==> config.mk <==
export PLATFORM = sky130hd
export DESIGN_NAME = scee_ctrl
export DESIGN_NICKNAME = d
export VERILOG_FILES = /design/src/hdl/scee_pkg.sv /design/src/hdl/scee_ctrl.sv
export SDC_FILE = /design/constraint.sdc
export NUM_CORES = 1
export LEC_CHECK = 0
export ABC_AREA = 1
export BUFFER_PORTS_ARGS = -buffer_cell sky130_fd_sc_hd__buf_2
export CORE_ASPECT_RATIO = 0.5
export CORE_UTILIZATION = 61
export CTS_CLUSTER_DIAMETER = 50
export DETAILED_ROUTE_END_ITERATION = 16
export PLACE_DENSITY = 0.81
export SYNTH_ARGS = -nofsm -noshare
export SYNTH_HDL_FRONTEND = slang
export SYNTH_SLANG_ARGS = --single-unit
==> constraint.sdc <==
create_clock -name clk -period 3.3 [get_ports clk]
set_clock_uncertainty 0.15 [all_clocks]
set_input_delay 0.33 -clock clk [delete_from_list [all_inputs] [get_ports clk]]
set_output_delay 0.33 -clock clk [all_outputs]
set_load 0.02 [all_outputs]
==> src/hdl/scee_pkg.sv <==
package scee_pkg;

  localparam int MAX_SPHERES  = 16;
  localparam int MAX_MISSILES = 16;
  localparam int FRAC_BITS    = 16;

  localparam int SPH_AW = (MAX_SPHERES > 1) ? $clog2(MAX_SPHERES) : 1;
  localparam int MIS_AW = (MAX_MISSILES > 1) ? $clog2(MAX_MISSILES) : 1;

  localparam int REQ_W  = 3;
  localparam int IDX_W  = 4;
  localparam int CNT_W  = 5;
  localparam int CFG_IW = 1;

  // usable table spans; the index field reaches only 16 spheres
  localparam int SPAN    = (MAX_SPHERES < 16) ? MAX_SPHERES : 16;
  localparam int MIS_LIM = (MAX_MISSILES < 31) ? MAX_MISSILES : 31;

  localparam int MUL_W  = 34;
  localparam int PROD_W = 2 * MUL_W;
  localparam int ACC_W  = PROD_W + 2;
  localparam int QB     = FRAC_BITS + 3;
  localparam int CW     = QB + 1;
  localparam int NMW    = FRAC_BITS + 34;
  localparam int NW     = FRAC_BITS + 36;
  localparam int QCW    = $clog2(QB);

  localparam logic [REQ_W-1:0] REQ_LOAD_SPH = 3'd0;
  localparam logic [REQ_W-1:0] REQ_LOAD_MIS = 3'd1;
  localparam logic [REQ_W-1:0] REQ_COLLIDE  = 3'd2;
  localparam logic [REQ_W-1:0] REQ_STRIKE   = 3'd3;
  localparam logic [REQ_W-1:0] REQ_READ_SPH = 3'd4;
  localparam logic [REQ_W-1:0] REQ_READ_MIS = 3'd5;

  localparam logic [CFG_IW-1:0] CFG_OBJECT_COUNT  = 1'b0;
  localparam logic [CFG_IW-1:0] CFG_MISSILE_COUNT = 1'b1;

  localparam logic [1:0] SEL_C1 = 2'd0;
  localparam logic [1:0] SEL_C2 = 2'd1;
  localparam logic [1:0] SEL_C3 = 2'd2;
  localparam logic [1:0] AX_LAST = 2'd2;

  typedef enum logic [4:0] {
    OP_NOP, OP_LOAD_IN, OP_WR_SPH, OP_WR_MIS, OP_CAP_A, OP_CAP_B, OP_CAP_M,
    OP_DIFF, OP_SQ_DX, OP_SQ_DY, OP_SQ_DZ, OP_SQ_R, OP_CMP, OP_SWAP,
    OP_DIV_START, OP_CAP_C, OP_AX_LD, OP_M_C1A, OP_M_C2B, OP_M_NC1B,
    OP_M_C3A, OP_FIN2, OP_FIN3, OP_WR_VA, OP_WR_VB, OP_FLAG_CLR,
    OP_OUT_VEL, OP_OUT_FLAG, OP_OUT_SURV
  } op_t;

  typedef struct packed {
    op_t               op;
    logic [SPH_AW-1:0] saddr;
    logic [MIS_AW-1:0] maddr;
    logic [1:0]        sel;
    logic [IDX_W-1:0]  oidx;
    logic              olast;
  } cmd_t;

  typedef struct packed {
    logic [REQ_W-1:0] req;
    logic [IDX_W-1:0] idx;
    logic             ov;
    logic             meq;
    logic             div_busy;
    logic             out_free;
    logic             mflag;
  } stat_t;

endpackage

==> src/hdl/scee_ctrl.sv <==
module scee_ctrl (
  input  logic                        clk,
  input  logic                        rst_n,
  input  logic                        in_valid,
  output logic                        in_ready,
  input  logic                        cfg_valid,
  output logic                        cfg_ready,
  input  logic [scee_pkg::CFG_IW-1:0] cfg_index,
  input  logic [scee_pkg::CNT_W-1:0]  cfg_data,
  input  scee_pkg::stat_t             stat,
  output scee_pkg::cmd_t              cmd
);
  import scee_pkg::*;

  localparam int STW = 33;

  typedef enum logic [STW-1:0] {
    ST_IDLE   = STW'(1) << 0,  ST_DISP   = STW'(1) << 1,  ST_RD_A   = STW'(1) << 2,
    ST_CAP_A  = STW'(1) << 3,  ST_CAP_B  = STW'(1) << 4,  ST_CAP_M  = STW'(1) << 5,
    ST_DIFF   = STW'(1) << 6,  ST_SQX    = STW'(1) << 7,  ST_SQY    = STW'(1) << 8,
    ST_SQZ    = STW'(1) << 9,  ST_SQR    = STW'(1) << 10, ST_CMP    = STW'(1) << 11,
    ST_C_DEC  = STW'(1) << 12, ST_C_DIVS = STW'(1) << 13, ST_C_DIVW = STW'(1) << 14,
    ST_C_AXL  = STW'(1) << 15, ST_C_M1   = STW'(1) << 16, ST_C_M2   = STW'(1) << 17,
    ST_C_M3   = STW'(1) << 18, ST_C_M4   = STW'(1) << 19, ST_C_M5   = STW'(1) << 20,
    ST_C_M6   = STW'(1) << 21, ST_C_WRA  = STW'(1) << 22, ST_C_WRB  = STW'(1) << 23,
    ST_C_NEXT = STW'(1) << 24, ST_S_K    = STW'(1) << 25, ST_S_MDEC = STW'(1) << 26,
    ST_S_SURV = STW'(1) << 27, ST_S_NEXT = STW'(1) << 28, ST_S_FLUSH = STW'(1) << 29,
    ST_R_SPH  = STW'(1) << 30, ST_R_SPH2 = STW'(1) << 31, ST_R_MIS  = STW'(1) << 32
  } state_t;

  state_t           state_r, state_nxt;
  logic [CNT_W-1:0] obj_cnt_r, mis_cnt_r;
  logic [CNT_W-1:0] i_r, i_nxt, j_r, j_nxt, k_r, k_nxt;
  logic [1:0]       csel_r, csel_nxt, ax_r, ax_nxt;
  logic             strike_r, strike_nxt, pend_v_r, pend_v_nxt;
  logic [IDX_W-1:0] pend_idx_r, pend_idx_nxt;
  logic [CNT_W-1:0] ns, nm;

  assign cfg_ready = 1'b1;
  assign ns = (obj_cnt_r > CNT_W'(SPAN)) ? CNT_W'(SPAN) : obj_cnt_r;
  assign nm = (mis_cnt_r > CNT_W'(MIS_LIM)) ? CNT_W'(MIS_LIM) : mis_cnt_r;

  always_ff @(posedge clk) begin
    if (!rst_n) begin
      obj_cnt_r <= '0;
      mis_cnt_r <= '0;
    end else if (cfg_valid) begin
      if (cfg_index == CFG_OBJECT_COUNT) obj_cnt_r <= cfg_data;
      else if (cfg_index == CFG_MISSILE_COUNT) mis_cnt_r <= cfg_data;
    end
  end

  always_comb begin
    state_nxt    = state_r;
    i_nxt        = i_r;
    j_nxt        = j_r;
    k_nxt        = k_r;
    csel_nxt     = csel_r;
    ax_nxt       = ax_r;
    strike_nxt   = strike_r;
    pend_v_nxt   = pend_v_r;
    pend_idx_nxt = pend_idx_r;
    in_ready     = 1'b0;
    cmd.op       = OP_NOP;
    cmd.saddr    = SPH_AW'(j_r);
    cmd.maddr    = MIS_AW'(k_r);
    cmd.sel      = ax_r;
    cmd.oidx     = pend_idx_r;
    cmd.olast    = 1'b0;
    unique case (state_r)
      ST_IDLE: begin
        in_ready = 1'b1;
        if (in_valid) begin
          cmd.op    = OP_LOAD_IN;
          state_nxt = ST_DISP;
        end
      end
      ST_DISP: begin
        state_nxt = ST_IDLE;
        unique case (stat.req)
          REQ_LOAD_SPH: cmd.op = OP_WR_SPH;
          REQ_LOAD_MIS: cmd.op = OP_WR_MIS;
          REQ_COLLIDE: begin
            strike_nxt = 1'b0;
            i_nxt      = '0;
            j_nxt      = CNT_W'(1);
            if (ns >= CNT_W'(2)) state_nxt = ST_RD_A;
          end
          REQ_STRIKE: begin
            strike_nxt = 1'b1;
            j_nxt      = '0;
            k_nxt      = '0;
            pend_v_nxt = 1'b0;
            state_nxt  = (ns == '0) ? ST_S_FLUSH : ST_RD_A;
          end
          REQ_READ_SPH: state_nxt = ST_R_SPH;
          REQ_READ_MIS: state_nxt = ST_R_MIS;
          default: state_nxt = ST_IDLE;
        endcase
      end
      ST_RD_A: begin
        cmd.saddr = strike_r ? SPH_AW'(j_r) : SPH_AW'(i_r);
        state_nxt = ST_CAP_A;
      end
      ST_CAP_A: begin
        cmd.op    = OP_CAP_A;
        state_nxt = strike_r ? ST_S_K : ST_CAP_B;
      end
      ST_CAP_B: begin cmd.op = OP_CAP_B; state_nxt = ST_DIFF; end
      ST_CAP_M: begin cmd.op = OP_CAP_M; state_nxt = ST_DIFF; end
      ST_DIFF:  begin cmd.op = OP_DIFF;  state_nxt = ST_SQX; end
      ST_SQX:   begin cmd.op = OP_SQ_DX; state_nxt = ST_SQY; end
      ST_SQY:   begin cmd.op = OP_SQ_DY; state_nxt = ST_SQZ; end
      ST_SQZ:   begin cmd.op = OP_SQ_DZ; state_nxt = ST_SQR; end
      ST_SQR:   begin cmd.op = OP_SQ_R;  state_nxt = ST_CMP; end
      ST_CMP: begin
        cmd.op    = OP_CMP;
        state_nxt = strike_r ? ST_S_MDEC : ST_C_DEC;
      end
      ST_C_DEC: begin
        priority if (!stat.ov) begin
          state_nxt = ST_C_NEXT;
        end else if (stat.meq) begin
          cmd.op    = OP_SWAP;
          state_nxt = ST_C_WRA;
        end else begin
          csel_nxt  = SEL_C1;
          state_nxt = ST_C_DIVS;
        end
      end
      ST_C_DIVS: begin
        cmd.op    = OP_DIV_START;
        cmd.sel   = csel_r;
        state_nxt = ST_C_DIVW;
      end
      ST_C_DIVW: begin
        cmd.sel = csel_r;
        if (!stat.div_busy) begin
          cmd.op = OP_CAP_C;
          if (csel_r == SEL_C3) begin
            ax_nxt    = '0;
            state_nxt = ST_C_AXL;
          end else begin
            csel_nxt  = csel_r + 2'd1;
            state_nxt = ST_C_DIVS;
          end
        end
      end
      ST_C_AXL: begin cmd.op = OP_AX_LD;  state_nxt = ST_C_M1; end
      ST_C_M1:  begin cmd.op = OP_M_C1A;  state_nxt = ST_C_M2; end
      ST_C_M2:  begin cmd.op = OP_M_C2B;  state_nxt = ST_C_M3; end
      ST_C_M3:  begin cmd.op = OP_M_NC1B; state_nxt = ST_C_M4; end
      ST_C_M4:  begin cmd.op = OP_M_C3A;  state_nxt = ST_C_M5; end
      ST_C_M5:  begin cmd.op = OP_FIN2;   state_nxt = ST_C_M6; end
      ST_C_M6: begin
        cmd.op = OP_FIN3;
        if (ax_r == AX_LAST) begin
          state_nxt = ST_C_WRA;
        end else begin
          ax_nxt    = ax_r + 2'd1;
          state_nxt = ST_C_AXL;
        end
      end
      ST_C_WRA: begin
        cmd.op    = OP_WR_VA;
        cmd.saddr = SPH_AW'(i_r);
        state_nxt = ST_C_WRB;
      end
      ST_C_WRB: begin cmd.op = OP_WR_VB; state_nxt = ST_C_NEXT; end
      ST_C_NEXT: begin
        priority if (j_r + CNT_W'(1) < ns) begin
          j_nxt     = j_r + CNT_W'(1);
          state_nxt = ST_RD_A;
        end else if (i_r + CNT_W'(2) < ns) begin
          i_nxt     = i_r + CNT_W'(1);
          j_nxt     = i_r + CNT_W'(2);
          state_nxt = ST_RD_A;
        end else begin
          state_nxt = ST_IDLE;
        end
      end
      ST_S_K: begin
        priority if (k_r >= nm) begin
          state_nxt = ST_S_SURV;
        end else if (!stat.mflag) begin
          k_nxt = k_r + CNT_W'(1);
        end else begin
          state_nxt = ST_CAP_M;
        end
      end
      ST_S_MDEC: begin
        if (stat.ov) begin
          cmd.op    = OP_FLAG_CLR;
          state_nxt = ST_S_NEXT;
        end else begin
          k_nxt     = k_r + CNT_W'(1);
          state_nxt = ST_S_K;
        end
      end
      ST_S_SURV: begin
        // a survivor is held back one step so the final one can carry last
        if (!pend_v_r || stat.out_free) begin
          if (pend_v_r) cmd.op = OP_OUT_SURV;
          pend_v_nxt   = 1'b1;
          pend_idx_nxt = IDX_W'(j_r);
          state_nxt    = ST_S_NEXT;
        end
      end
      ST_S_NEXT: begin
        if (j_r + CNT_W'(1) < ns) begin
          j_nxt     = j_r + CNT_W'(1);
          k_nxt     = '0;
          state_nxt = ST_RD_A;
        end else begin
          state_nxt = ST_S_FLUSH;
        end
      end
      ST_S_FLUSH: begin
        cmd.olast = 1'b1;
        priority if (!pend_v_r) begin
          state_nxt = ST_IDLE;
        end else if (stat.out_free) begin
          cmd.op     = OP_OUT_SURV;
          pend_v_nxt = 1'b0;
          state_nxt  = ST_IDLE;
        end else begin
          state_nxt = ST_S_FLUSH;
        end
      end
      ST_R_SPH: begin
        cmd.saddr = SPH_AW'(stat.idx);
        state_nxt = ST_R_SPH2;
      end
      ST_R_SPH2: begin
        cmd.saddr = SPH_AW'(stat.idx);
        if (stat.out_free) begin
          cmd.op    = OP_OUT_VEL;
          state_nxt = ST_IDLE;
        end
      end
      ST_R_MIS: begin
        if (stat.out_free) begin
          cmd.op    = OP_OUT_FLAG;
          state_nxt = ST_IDLE;
        end
      end
      default: state_nxt = ST_IDLE;
    endcase
  end

  always_ff @(posedge clk) begin
    if (!rst_n) begin
      state_r  <= ST_IDLE;
      strike_r <= 1'b0;
      pend_v_r <= 1'b0;
      i_r      <= '0;
      j_r      <= '0;
      k_r      <= '0;
      csel_r   <= '0;
      ax_r     <= '0;
    end else begin
      state_r  <= state_nxt;
      strike_r <= strike_nxt;
      pend_v_r <= pend_v_nxt;
      i_r      <= i_nxt;
      j_r      <= j_nxt;
      k_r      <= k_nxt;
      csel_r   <= csel_nxt;
      ax_r     <= ax_nxt;
    end
  end

  always_ff @(posedge clk) begin
    pend_idx_r <= pend_idx_nxt;
  end

  a_push_room: assert property (@(posedge clk) disable iff (!rst_n)
    (cmd.op == OP_OUT_VEL || cmd.op == OP_OUT_FLAG || cmd.op == OP_OUT_SURV)
      |-> stat.out_free)
    else $error("result pushed into a full output register");

  a_div_idle: assert property (@(posedge clk) disable iff (!rst_n)
    (cmd.op == OP_DIV_START) |-> !stat.div_busy)
    else $error("divider restarted while busy");

  a_pair_order: assert property (@(posedge clk) disable iff (!rst_n)
    (state_r == ST_RD_A && !strike_r) |-> (i_r < j_r && j_r < ns))
    else $error("collide pair out of order or beyond span");

endmodule

# Yosys cells after proc, flatten, opt, wreduce, memory -nomap -nowiden
# Cells that the tools add are included.
classes:
  order_cmp: 6
  reduce_logical: 26
  n_mux: 72
  n_eq_ne: 60
  n_addsub: 6
  bitwise: 1
ops:
  columns: ["cell", "count"]
  rows:
  - ["$pmux 33 s31", 1]
  - ["$mux 33", 6]
  - ["$pmux 5 s28", 1]
  - ["$pmux 33 s4", 1]
  - ["$mux 30", 4]
  - ["$mux 5", 20]
  - ["$mux 23", 2]
  - ["$eq 33x1->1 const B", 1]
  - ["$eq 33x10->1 const B", 1]
  - ["$eq 33x11->1 const B", 1]
  - ["$eq 33x12->1 const B", 1]
  - ["$eq 33x13->1 const B", 1]
  - ["$eq 33x14->1 const B", 1]
  - ["$eq 33x15->1 const B", 1]
  - ["$eq 33x16->1 const B", 1]
  - ["$eq 33x17->1 const B", 1]
  - ["$eq 33x18->1 const B", 1]
  - ["$eq 33x19->1 const B", 1]
  - ["$eq 33x2->1 const B", 1]
  - ["$eq 33x20->1 const B", 1]
  - ["$eq 33x21->1 const B", 1]
  - ["$eq 33x22->1 const B", 1]
  - ["$eq 33x23->1 const B", 1]
  - ["$eq 33x24->1 const B", 1]
  - ["61 further kinds", 119]
totals:
  input_bits: 22
  out_inout_bits: 22
  word_cells: 182
  ff_bits: 68

# Logic depth before layout (Yosys ltp)
# Gate-level depths: netlist of run 1.
logic_depth:
  ltp_word: 6
  ltp_mapped: 17
  ltp_nobuf: 16

# Worst setup path after synthesis of run 1
# OpenSTA, ideal clock, no wires.
synth_timing:
  path_type: "reg2reg"
  startpoint: "register j_r[0]"
  endpoint: "register j_r[0]"
  arrival_ns: 2.316
  slack_ns: 0.722
  t_required_ns: 3.038
  path_stages_with_launch: 15
  n_path_buf: 1
  synth_period_minus_slack_ns: 2.578
  setup_ns: 0.112
  path_cell_list: "dfxtp_1 > ha_1 > nand3_1 > xor2_1 > inv_1 > ha_1 > nand2_1 > or2_2 > nand3_1 > clkbuf_1 > nand2_1 > o211ai_1 > o221ai_1 > nor2_1 > nor2_1"
synth_between:
  elab_chain_cells: 4
  word_cells_on_any_way: 8
  classes_between: "1 x add/sub; 1 x order compare; 2 x eq/ne; 3 x mux; 1 x reduce/logical"
synth_lines:
  columns: ["item", "line", "source"]
  rows:
  - ["from (decl)", "scee_ctrl.sv:33", "logic [CNT_W-1:0] i_r, i_nxt, j_r, j_nxt, k_r, k_nxt;"]
  - ["from (signal assigned)", "scee_ctrl.sv:266", "j_r <= j_nxt;"]
  - ["$add 5x1->5 (*)", null, null]
  - ["$lt 5x5->1", "scee_ctrl.sv:171, scee_ctrl.sv:210", null]
  - ["$ne 3x3->1 (no line), or another cell as far along", null, null]
  - ["$reduce_and 4->1 (no line) / $pmux 5 s3 (equally long branches)", null, null]
# Mark *: on every way between the ends. The rest lies on a longest branch, timed or not. The select of a mux whose other input is x is not followed.
# A chain may end at the register's enable or synchronous reset.

==> summary.txt, run 1 <==
Status
  • Outcome: completed

Clock tree
  • Worst-path clk slew: 60 ps
  • CTS tree: yes
  • CTS Sinks: 68
  • Post-CTS setup buffer count: 0
  • Clk_lat worst skew: 340 ps
  • H-tree Lvls: 3
  • Clk root buf: clkbuf_16
  • Post-CTS sizing: 0
  • Clk buf depth: 2
  • TritonCTS Buffers: 9
  • Cts hold-fix bufs: 0

Floorplan
  • Core area: 0.008230 mm²
  • DIE WIDTH: 134.1 µm
  • Starting Density: 0.6465
  • Row count: 23
  • IO Pins: 44
  • Die ar.: 0.009124 mm²
  • Die height: 68.05 µm

Logic synthesis
  • Synthesized Nets: 919
  • Yosys warning count: 0
  • Top cell type's share of synthesized area: 0.2408
  • Seq/Total Area, Yosys: 0.2633
  • Post-synth ARST share: 0
  • Synth Cell Area: 0.005321 mm²
  • Post-synthesis cell count: 878
  • Synth unique cells: 49
  • Area contributors post-synth: dfxtp_1 24%, nand2_1 14%, nor2_1 13%
  • Synth area leader: dfxtp_1
  • Yosys reg bits: 68
  • Post-synth EDFFs: 4
  • Syn Area/Cell: 6.061 µm²
  • Synth Flop Type: dfxtp_1

Global routing
  • Largest net degree at the start of global routing: 29
  • Initial antenna violation count: 0
  • Overall Global Routing Usage: 0.3365
  • Global route overflow: 0
  • Vias in the first global route: 4893
  • First-pass GRT wire length: 23.44 mm

Finish
  • Share of cells above drive strength 1: 0.1370
  • Final Cell Area: 0.005852 mm²
  • Area Growth Syn to Fin: 9.969%
  • Commonest non-fill, non-tap cell in the layout: nand2_1
  • Most frequent cells in the layout: 200 x nand2_1, 180 x nor2_1, 102 x inv_1
  • Core Util, Final: 0.7110
  • Non-Filler Instances: 1032
  • Antenna diodes: 0
  • Total Nets Final: 956

STA
  • Crit path time final: 2996 ps
  • Crit share post-route: 0.9078
  • Pins Over Slew Limit: 0
  • Setup-failing EPs final: 0
  • Worst slew pin tran: 1057 ps
  • Max Fclk: 0.3338 GHz
  • Post-route setup TNS: 0 ps
  • Worst setup margin: 304.2 ps
  • Slew headroom: 0.2946
  • RSZ-0062 raised after global routing: false
  • Final hold vios: 0

Worst setup path
  • Crit path max fanout: 17
  • CP Capture Type: output port
  • Crit start category: register
  • Worst path required time: 2820 ps
  • Critical path type: reg -> out
  • Worst Path Arrival: 2520 ps
  • Reg2reg path depth: 14

Power and ir drop
  • Pwr per Cell Area: 366.5 mW/mm²
  • Max VDD drop: 0.2768 mV
  • Pleak: 3.030 nW

Job
  • Max cap viols: 0

Placement
  • Placed cell count: 1016
  • Placed instance area: 0.005583 mm²
  • Place WS: 579.0 ps
  • Post-DP HPWL: 11.67 mm
  • PortBufs: 42
  • Gpl congestion: 0.9883

Detailed routing
  • Via count: 5844
  • DRC Markers: 0
  • DRT Wirelength: 14.90 mm
  • Routed wire per std cell: 14.44 µm
  • First-pass DRT Iterations: 5
  • Final ANT Viol Nets: 0
  • Via density: 5.663
  • Initial drt markers: 603

Min path
  • Min-delay worst type: in -> reg
  • Hold Crit Depth: 2
-- stage by stage --
step | total power, mW | hold WS [ps]
after detailed placement | 1.274 | 310.7
after CTS | 2.130 | 69.40
after global routing | 2.230 | 100.2
final | 2.145 | 74.28
after global placement | 1.268 | 297.5
after floorplan | 1.187 | 259.0
-- worst max-delay path, stage by stage (launching register included) --
cell and delay (ps):
dfxtp_1 320, nor2_1 130, nand2_1 120, nor2_4 220, nand2_4 190, inv_2 240
nand4_1 120, a21oi_1 360, nand2_1 80, o21ai_0 90, a21oi_1 60, nand2_1 70
buf_2 160
-- cell families (layout without fill, tap and decap cells) --
group | after synthesis | in the layout | share of synthesized area
buffers and inverters | 133 | 175 | 0.1025
multiplexers | 1 | 1 | 0.002116
flip-flops | 68 | 68 | 0.2633
AO/OA/AOI/OAI | 89 | 89 | 0.09170
other | 1 | 1 | 0.0007047
XOR/XNOR | 7 | 7 | 0.01152
adder cells (fa/ha/maj) | 19 | 19 | 0.04467
AND/OR/NAND/NOR | 560 | 560 | 0.4834
-- per-layer routing --
| layer | wire length (µm) | vias up | GRT usage |
|---|---|---|---|
| met5 | 0 | - | 0 |
| met1 | 6763 | 2632 | 0.4444 |
| li1 | - | 2896 | - |
| met2 | 6376 | 275 | 0.5499 |
| met4 | 314 | 0 | 0.09831 |
| met3 | 1448 | 41 | 0.08444 |
-- where the power goes --
part	internal, mW	total, mW	switching, mW
Sequential	0.846	0.861	0.0146
Clock	0.502	0.875	0.373
Combinational	0.119	0.409	0.290
Total	1.47	2.14	0.678
-- flip-flops by register name, indices dropped and copies added, names as in the netlist --
register / count
mis_cnt_r: 5
i_r: 5
state_r: 33
pend_v_r: 1
obj_cnt_r: 5
k_r: 5
j_r: 5
strike_r: 1
pend_idx_r: 4
csel_r: 2
ax_r: 2
-- cells in the mapped netlist (2+ instances only) --
cell,count
o21ai_1,9
a31oi_1,4
nand4_1,17
nor3b_1,2
o22ai_1,3
ha_1,19
nand2_1,200
buf_6,3
o2111ai_1,2
inv_2,9
buf_4,5
edfxtp_1,4
buf_2,2
clkbuf_1,10
nand2_2,12
xor2_1,6
nor2_1,180
nor3_1,23
nor2_8,3
inv_1,102
nand3_1,77
or2_2,2
a21oi_1,37
nor2_4,7
nor4_1,2
nand3_2,4
nand3b_1,4
o21ai_0,26
nor2_2,17
nand2_4,5
dfxtp_1,64
-- area by class of cell --
cell class                      instances  area (µm²)
Fill cell                             741        2379
Clock inverter                          7       43.79
Multi-Input combinational cell        677        3374
Tap cell                              112       140.1
Sequential cell                        68        1401
Timing Repair Buffer                   46       240.2
Clock buffer                            9       225.2
Inverter                              113       426.7
-- final timing paths --
path | slack (ps) | from | to
max | 300 | state_r[13] | cmd[13]
min | 70 | stat[9] | state_r[30]
max reg2reg | 500 | j_r[0] | k_r[0]
min reg2reg | 320 | obj_cnt_r[2] | obj_cnt_r[2]
Power figures use the tool's default switching activity.
==> run 2: changes to the inputs <==
Settings changed: CAP_MARGIN set to 10.
Clock period 3.3 ns to 2.8 ns, I/O delays scaled along.
==> summary.txt, run 2 (synthesis gave the netlist of run 1 again) <==
Worst setup path
  • Crit start category: register
  • Reg2reg path depth: 15
  • Worst Path Arrival: 2370 ps
  • Worst path required time: 2370 ps
  • Critical path type: reg -> out
  • CP Capture Type: output port
  • Crit path max fanout: 8

Clock tree
  • H-tree Lvls: 3
  • Worst-path clk slew: 60 ps
  • Cts hold-fix bufs: 0
  • CTS tree: yes
  • CTS Sinks: 68
  • Clk_lat worst skew: 340 ps
  • TritonCTS Buffers: 9
  • Clk buf depth: 2
  • Clk root buf: clkbuf_16

STA
  • Max Fclk: 0.3576 GHz
  • Hold_ws: 18.34 ps
  • Final hold vios: 0
  • Crit path time final: 2796 ps
  • Crit share post-route: 0.9986
  • Post-route setup TNS: 0 ps
  • Pins Over Slew Limit: 0
  • Setup-failing EPs final: 0
  • Slew headroom: 0.6606
  • Worst slew pin tran: 508.4 ps

Min path
  • Hold Crit Depth: 2
  • Min-delay worst type: in -> reg

Detailed routing
  • DRC Markers: 0
  • Via density: 5.641
  • Routed wire per std cell: 14.89 µm
  • Final ANT Viol Nets: 0
  • DRT Wirelength: 15.67 mm
  • Via count: 5940
  • First-pass DRT Iterations: 6
  • Initial drt markers: 760

Floorplan
  • Starting Density: 0.6465
  • DIE WIDTH: 134.1 µm
  • Die ar.: 0.009124 mm²
  • IO Pins: 44
  • Die height: 68.05 µm
  • Row count: 23
  • Core area: 0.008230 mm²

Placement
  • Post-DP HPWL: 11.98 mm
  • Placed instance area: 0.005650 mm²
  • PortBufs: 42
  • Gpl congestion: 0.9986

Power and ir drop
  • Pleak: 3.154 nW
  • Max VDD drop: 0.4155 mV
  • Pwr per Cell Area: 424.7 mW/mm²
  • Total power: 2.611 mW

Finish
  • Share of cells above drive strength 1: 0.1764
  • Core Util, Final: 0.7470
  • Max reg flops: 33
  • Area Growth Syn to Fin: 15.54%
  • Most flops, register: state_r
  • Fillers: 682
  • Commonest non-fill, non-tap cell in the layout: nand2_1
  • Final Cell Area: 0.006148 mm²
  • Most frequent cells in the layout: 193 x nand2_1, 179 x nor2_1, 101 x inv_1
  • Antenna diodes: 0
  • Total Nets Final: 977

Global routing
  • Initial antenna violation count: 0
  • Largest net degree at the start of global routing: 40
  • Global route overflow: 0
  • Vias in the first global route: 5120
  • First-pass GRT wire length: 24.54 mm
  • Overall Global Routing Usage: 0.3535

Status
  • Outcome: completed

Job
  • Max cap viols: 0
==> run 2: cell count changes in the layout (fill, tap and decap cells not counted), moves of 3 or more <==
| cell | before | now |
|---|---|---|
| a21oi_1 | 37 | 33 |
| a21oi_2 | 0 | 3 |
| buf_4 | 4 | 23 |
| nand2_1 | 200 | 193 |
| nand2_2 | 12 | 17 |
| nor2_2 | 17 | 10 |
| nor2_4 | 7 | 15 |
==> run 2: power by group <==
group	internal (mW)	leakage, nW	switching, mW
sequential	0.997	0.555	0.0193
combinational	0.175	2.47	0.372
clock	0.594	0.133	0.454
==> run 2: final cells by class <==
| class | count | area [µm²] | area share |
|---|---|---|---|
| Clock buffer | 9 | 225.2 | 0.03663 |
| Tap cell | 112 | 140.1 | 0.02279 |
| Timing Repair Buffer | 67 | 399.1 | 0.06492 |
| Sequential cell | 68 | 1401 | 0.2279 |
| Inverter | 113 | 435.4 | 0.07082 |
| Clock inverter | 7 | 43.79 | 0.007123 |
| Multi-Input combinational cell | 677 | 3503 | 0.5698 |
==> run 2: metrics by stage <==
| stage | instances | setup WS, ps |
|---|---|---|
| floorplan | 878 | 222.5 |
| global placement | 1025 | 304.3 |
| global route | 1053 | -55.09 |
| CTS | 1041 | 5.461 |
| detailed placement | 1025 | 144.1 |
| finish | 1053 | 3.945 |
==> run 2: per-layer routing <==
layer	GRT usage	routed length [µm]	up-vias
met1	0.4732	6974	2642
met5	0	0	-
li1	-	-	2939
met4	0.1278	391	0
met3	0.07333	1617	41
met2	0.5712	6691	318
==> run 2: worst paths after layout <==
| path | from | to | slack [ps] |
|---|---|---|---|
| setup reg to reg | j_r[1] | i_r[2] | 220 |
| hold / removal | stat[9] | state_r[30] | 20 |
| hold reg to reg | mis_cnt_r[0] | mis_cnt_r[0] | 330 |
| setup / recovery | state_r[23] | cmd[15] | 4 |
==> run 2: worst max-delay path, cell delays in order (launching register included) <==
cell,delay [ps]
dfxtp_1,380
nor2_4,180
nand2_4,100
nor2_8,230
nand3_2,160
nor2_4,200
nand3_1,240
nor2_2,210
nor2_1,80
nand3_1,90
buf_2,170
==> run 2: what timing repair did <==
action,4_1_cts,5_1_grt
cloned,0,1
gates resized for setup,2,33
setup buffers,0,11
pin swaps,0,7
endpoints found under the setup margin,4,22
